[config.mk]
export PLATFORM = sky130hd
export DESIGN_NAME = mbe_div_cell
export DESIGN_NICKNAME = d
export VERILOG_FILES = /design/src/hdl/mbe_pkg.sv /design/src/hdl/mbe_div_cell.sv
export SDC_FILE = /design/constraint.sdc
export NUM_CORES = 1
export LEC_CHECK = 0
export ABC_AREA = 1
export BUFFER_PORTS_ARGS = -buffer_cell sky130_fd_sc_hd__buf_4
export CAP_MARGIN = 20
export CORE_MARGIN = 8
export CORE_UTILIZATION = 54
export CTS_BUF_LIST = sky130_fd_sc_hd__clkbuf_16
export DETAILED_ROUTE_END_ITERATION = 8
export PLACE_DENSITY_LB_ADDON = 0.15
export SYNTH_ARGS = -nofsm -noshare
export SYNTH_HDL_FRONTEND = slang
export SYNTH_SLANG_ARGS = --single-unit
[constraint.sdc]
create_clock -name i_clk -period 4.4 [get_ports i_clk]
set_input_delay 0.22 -clock i_clk [delete_from_list [all_inputs] [get_ports i_clk]]
set_output_delay 0.22 -clock i_clk [all_outputs]
set_load 0.005 [all_outputs]
[src/hdl/mbe_pkg.sv]
// Shared types, constants and the saturation helper for the escape-time pixel unit.
// Depends on nothing; every other file of the block imports it.
package mbe_pkg;

    localparam int FRAC_BITS      = 28;
    localparam int WORD_BITS      = FRAC_BITS + 4;
    localparam int DWORD_BITS     = 2 * WORD_BITS;
    localparam int PIXEL_BITS_DEF = 12;
    localparam int ITER_BITS_DEF  = 16;
    localparam int COLOR_BITS     = 8;
    localparam int CFG_INDEX_BITS = 3;
    localparam int CFG_DATA_BITS  = 32;
    localparam int LIMIT_REG_BITS = 16;

    typedef logic signed [WORD_BITS-1:0]  t_word;
    typedef logic signed [DWORD_BITS-1:0] t_dword;

    localparam t_word WORD_MAX     = {1'b0, {(WORD_BITS-1){1'b1}}};
    localparam t_word WORD_MIN     = {1'b1, {(WORD_BITS-1){1'b0}}};
    localparam t_word ESCAPE_BOUND = t_word'(64'sd4 <<< FRAC_BITS);

    localparam t_word X_ORIGIN_RST = t_word'(-64'sd536870912);
    localparam t_word Y_ORIGIN_RST = t_word'(-64'sd268435456);
    localparam t_word X_STEP_RST   = t_word'(64'sd262144);
    localparam t_word Y_STEP_RST   = t_word'(64'sd262144);
    localparam logic [LIMIT_REG_BITS-1:0] ITER_LIMIT_RST = LIMIT_REG_BITS'(255);
    localparam logic [COLOR_BITS-1:0]     COLOR_SCALE_RST = COLOR_BITS'(255);

    typedef enum logic [CFG_INDEX_BITS-1:0] {
        CFG_X_ORIGIN,
        CFG_Y_ORIGIN,
        CFG_X_STEP,
        CFG_Y_STEP,
        CFG_ITER_LIMIT,
        CFG_COLOR_SCALE
    } t_cfg_index;

    function automatic t_word sat_word(input t_dword v);
        t_word res;
        if ((&v[DWORD_BITS-1:WORD_BITS-1]) || !(|v[DWORD_BITS-1:WORD_BITS-1])) begin
            res = v[WORD_BITS-1:0];
        end else if (v[DWORD_BITS-1]) begin
            res = WORD_MIN;
        end else begin
            res = WORD_MAX;
        end
        return res;
    endfunction

endpackage

[src/hdl/mbe_div_cell.sv]
// One restoring division cell: settles one quotient bit and hands the remainder on.
// Depends on mbe_pkg.
module mbe_div_cell
    import mbe_pkg::*;
#(
    parameter int DIV_BITS = ITER_BITS_DEF,
    parameter int BIT      = 0
) (
    input  logic                           i_clk,
    input  logic                           i_rst_n,
    input  logic                           i_valid,
    input  logic                           i_zero,
    input  logic [DIV_BITS+COLOR_BITS-1:0] i_rem,
    input  logic [DIV_BITS-1:0]            i_div,
    input  logic [COLOR_BITS-1:0]          i_quo,
    output logic                           o_valid,
    output logic                           o_zero,
    output logic [DIV_BITS+COLOR_BITS-1:0] o_rem,
    output logic [COLOR_BITS-1:0]          o_quo
);

    localparam int REM_BITS = DIV_BITS + COLOR_BITS;

    logic [REM_BITS-1:0] trial;
    logic                r_valid;
    logic                r_zero;
    logic [REM_BITS-1:0] r_rem;
    logic [COLOR_BITS-1:0] r_quo;

    assign trial = REM_BITS'(i_div) << BIT;

    always_ff @(posedge i_clk) begin
        if (!i_rst_n) begin
            r_valid <= 1'b0;
        end else begin
            r_valid <= i_valid;
        end
        r_zero <= i_zero;
        if (i_rem >= trial) begin
            r_rem <= i_rem - trial;
            r_quo <= i_quo | (COLOR_BITS'(1) << BIT);
        end else begin
            r_rem <= i_rem;
            r_quo <= i_quo;
        end
    end

    assign o_valid = r_valid;
    assign o_zero  = r_zero;
    assign o_rem   = r_rem;
    assign o_quo   = r_quo;

endmodule

==> results.toml <==
[clock_network]
cts_hold_buf = 0
cts_tree = "yes"
cts_buffers = 5
post-cts-setup-buffer-count = 0
cts-root-buf = "clkbuf_16"
cts.sinks = 34
cts_buffer_depth = 2
path_clk_slew_ps = 60
cts-resized-gates = 0
h-tree-depth = 2

[logic_synthesis]
synthTopCellsByArea = "dfxtp_1 (28%), nand2_1 (23%), inv_1 (12%), ha_1 (8.3%), nor2_1 (5.8%)"
synth.cells.most_frequent = "nand2_1 (145), inv_1 (76), nor2_1 (37)"
ys_seq_area_share_pct = 28.3
async_flop_share_pct = 0
yosysTopAreaCell = "dfxtp_1"
synth_cell_types = 27
ys_seq_elements = 34
synth_ff_type = "dfxtp_1"
syn_area_sq_um = 2410
synth_edf_count = 0
synth_most_common_cell = "nand2_1"
ys_warn_count = 0
synthesis.instances = 396
synth_fp_nets = 465
synth_top_area_share_pct = 28.3
synth_area_per_cell_sq_um = 6.08

[final_layout]
layout-drive-gt1-share_pct = 21.4
nets = 553
diodes = 0
area_growth_pct = 33.7

[power]
p_leak_nw = 1.81
combPwrFrac_pct = 30.1
clock_power_share_pct = 33.9
vdd_drop_max_uv = 178
power_density_nw_per_um2 = 310
switching_share_pct = 29.8
pwr-share-seq_pct = 36.0
p_int_w = 0.000700
p_sw_w = 0.000297

[grt]
grt_max_degree = 30
grt_pass1_wl_microns = 11200
grt_antenna_before_repair = 0
grt_overflow_total = 0
grt_use_total_pct = 20.9
first_global_vias = 2526

[run]
drv_cap = 0

[timing]
slew_headroom_pct = 66.3
final.setup.tns_ps = 0
hold_viol = 0
period_share_pct = 49.0
setup_ws_ps = 2250
max_freq_mhz = 464
setup_viol = 0
rsz0062_at_grt = "no"
min_period_ps = 2150
fin_hold_ws_ps = 47.1
tightestPinTransition_ps = 505
finalMaxSlewViolations = 0

[drt]
postRouteAntennaNets = 0
drc = 0
dr_total_vias = 2653
drt_iter0_markers = 107
totalWireLength_microns = 7010
dr.pass1.iters = 4
routedWlPerCell_microns = 13.1
vias_per_cell = 4.94

[floorplan]
num_rows = 24
die_w_microns = 82.8
dieArea_sq_um = 6850
initial_core_util_pct = 55.7
die_h_microns = 82.8
coreArea_sq_um = 4320
io_pins = 86

[worst_setup_path]
cp_slowest_cell = "inv_2"
required_ps = 4600
path_delay_family = "simple AND/OR/NAND/NOR gates"
critPathMaxFanout = 29
crit_arrival_ps = 2360
end_kind = "register"
worstPathCellList = "buf_4, ha_1, nand2_1, inv_1, a21oi_2, nor2_1, nor2_1, nand3_2, inv_2, nand2_1, o21ai_2"
crit_type = "in -> reg"
critPathBufInv = 3
start_kind = "input pin"
slowest_delay_ps = 490

[min_path]
min-delay-start = "i_quo[1]"
hp-class = "in -> reg"
min_to = "o_quo[1]"
hold-path-cell-count = 1

[outcome]
outcome = "finished clean"

[placement]
dpl_worst_slack_ps = 2030
portBuffers = 85
dp_hpwl_microns = 5760
gp_congestion = 0.914
==> power by group through the flow <==
stage	sequential (W)	combinational (W)	clock (W)
finish	0.000359	0.000300	0.000338
global route	0.000363	0.000334	0.000358
CTS	0.000359	0.000300	0.000347
detailed placement	0.000365	0.000298	0
global placement	0.000364	0.000293	0
floorplan	0.000371	0.000154	0
==> metal layers <==
layer	vias to the layer above	track usage [%]	wire, microns
met2	83	36.0	3270
li1	1379	-	-
met4	0	5.69	53
met5	-	0	0
met1	1185	25.3	3130
met3	6	5.06	555
==> logic make-up (layout without fill, tap and decap cells) <==
family	after synthesis	in the layout	synth area share [%]
xor+xnor	8	8	2.91
fa+ha+maj	17	17	9.14
simple gates	225	225	38.9
compound gates	31	31	7.48
flops	34	34	28.3
buf+inv	81	170	13.4
==> worst max path at each step <==
| stage | startpoint | endpoint | slack [ps] | depth (start not counted) |
|---|---|---|---|---|
| floorplan | i_rem[0] | o_rem[13] | 2580 | 13 |
| global placement | i_rem[8] | o_rem[9] | 2070 | 10 |
| detailed placement | i_rem[0] | o_rem[4] | 2030 | 12 |
| CTS | i_rem[0] | o_rem[8] | 2260 | 12 |
| global route | i_rem[15] | o_rem[8] | 2040 | 11 |
| finish | i_rem[11] | o_rem[8] | 2250 | 11 |
==> layout by cell type (no fill, tap or decap), types with 2 or more instances in the layout <==
| master | count |
|---|---|
| nand2_1 | 145 |
| buf_4 | 85 |
| inv_1 | 76 |
| nor2_1 | 37 |
| dfxtp_1 | 34 |
| nand3_1 | 23 |
| ha_1 | 16 |
| o21ai_0 | 13 |
| a21oi_1 | 10 |
| nand3b_1 | 7 |
| xnor2_1 | 6 |
| clkbuf_16 | 5 |
| a21oi_2 | 4 |
| nand4_1 | 3 |
| nand2_2 | 2 |
| nor2_2 | 2 |
| and2_1 | 2 |
| o21ai_2 | 2 |
| xor2_1 | 2 |
==> flip-flops by register name (all words and copies together) (netlist names) <==
| name | cells |
|---|---|
| o_quo | 8 |
| o_rem | 24 |
| o_valid | 1 |
| o_zero | 1 |
==> final cells by class <==
class / instances / area (sq um)
Clock buffer: 5 / 125
Clock inverter: 3 / 16.3
Fill cell: 381 / 1100
Inverter: 77 / 289
Multi-Input combinational cell: 281 / 1410
Sequential cell: 34 / 681
Tap cell: 52 / 65.1
Timing Repair Buffer: 85 / 638
==> per-stage QoR <==
stage	instance area (sq um)	instances	utilization [%]	total power, W
floorplan	2410	396	-	0.000525
global placement	3080	529	71.2	0.000657
detailed placement	3080	529	71.2	0.000663
CTS	3220	537	74.5	0.00101
global route	3220	537	74.5	0.00106
finish	3220	537	74.5	0.000997
Note: power is estimated with default switching activity, not from simulation.
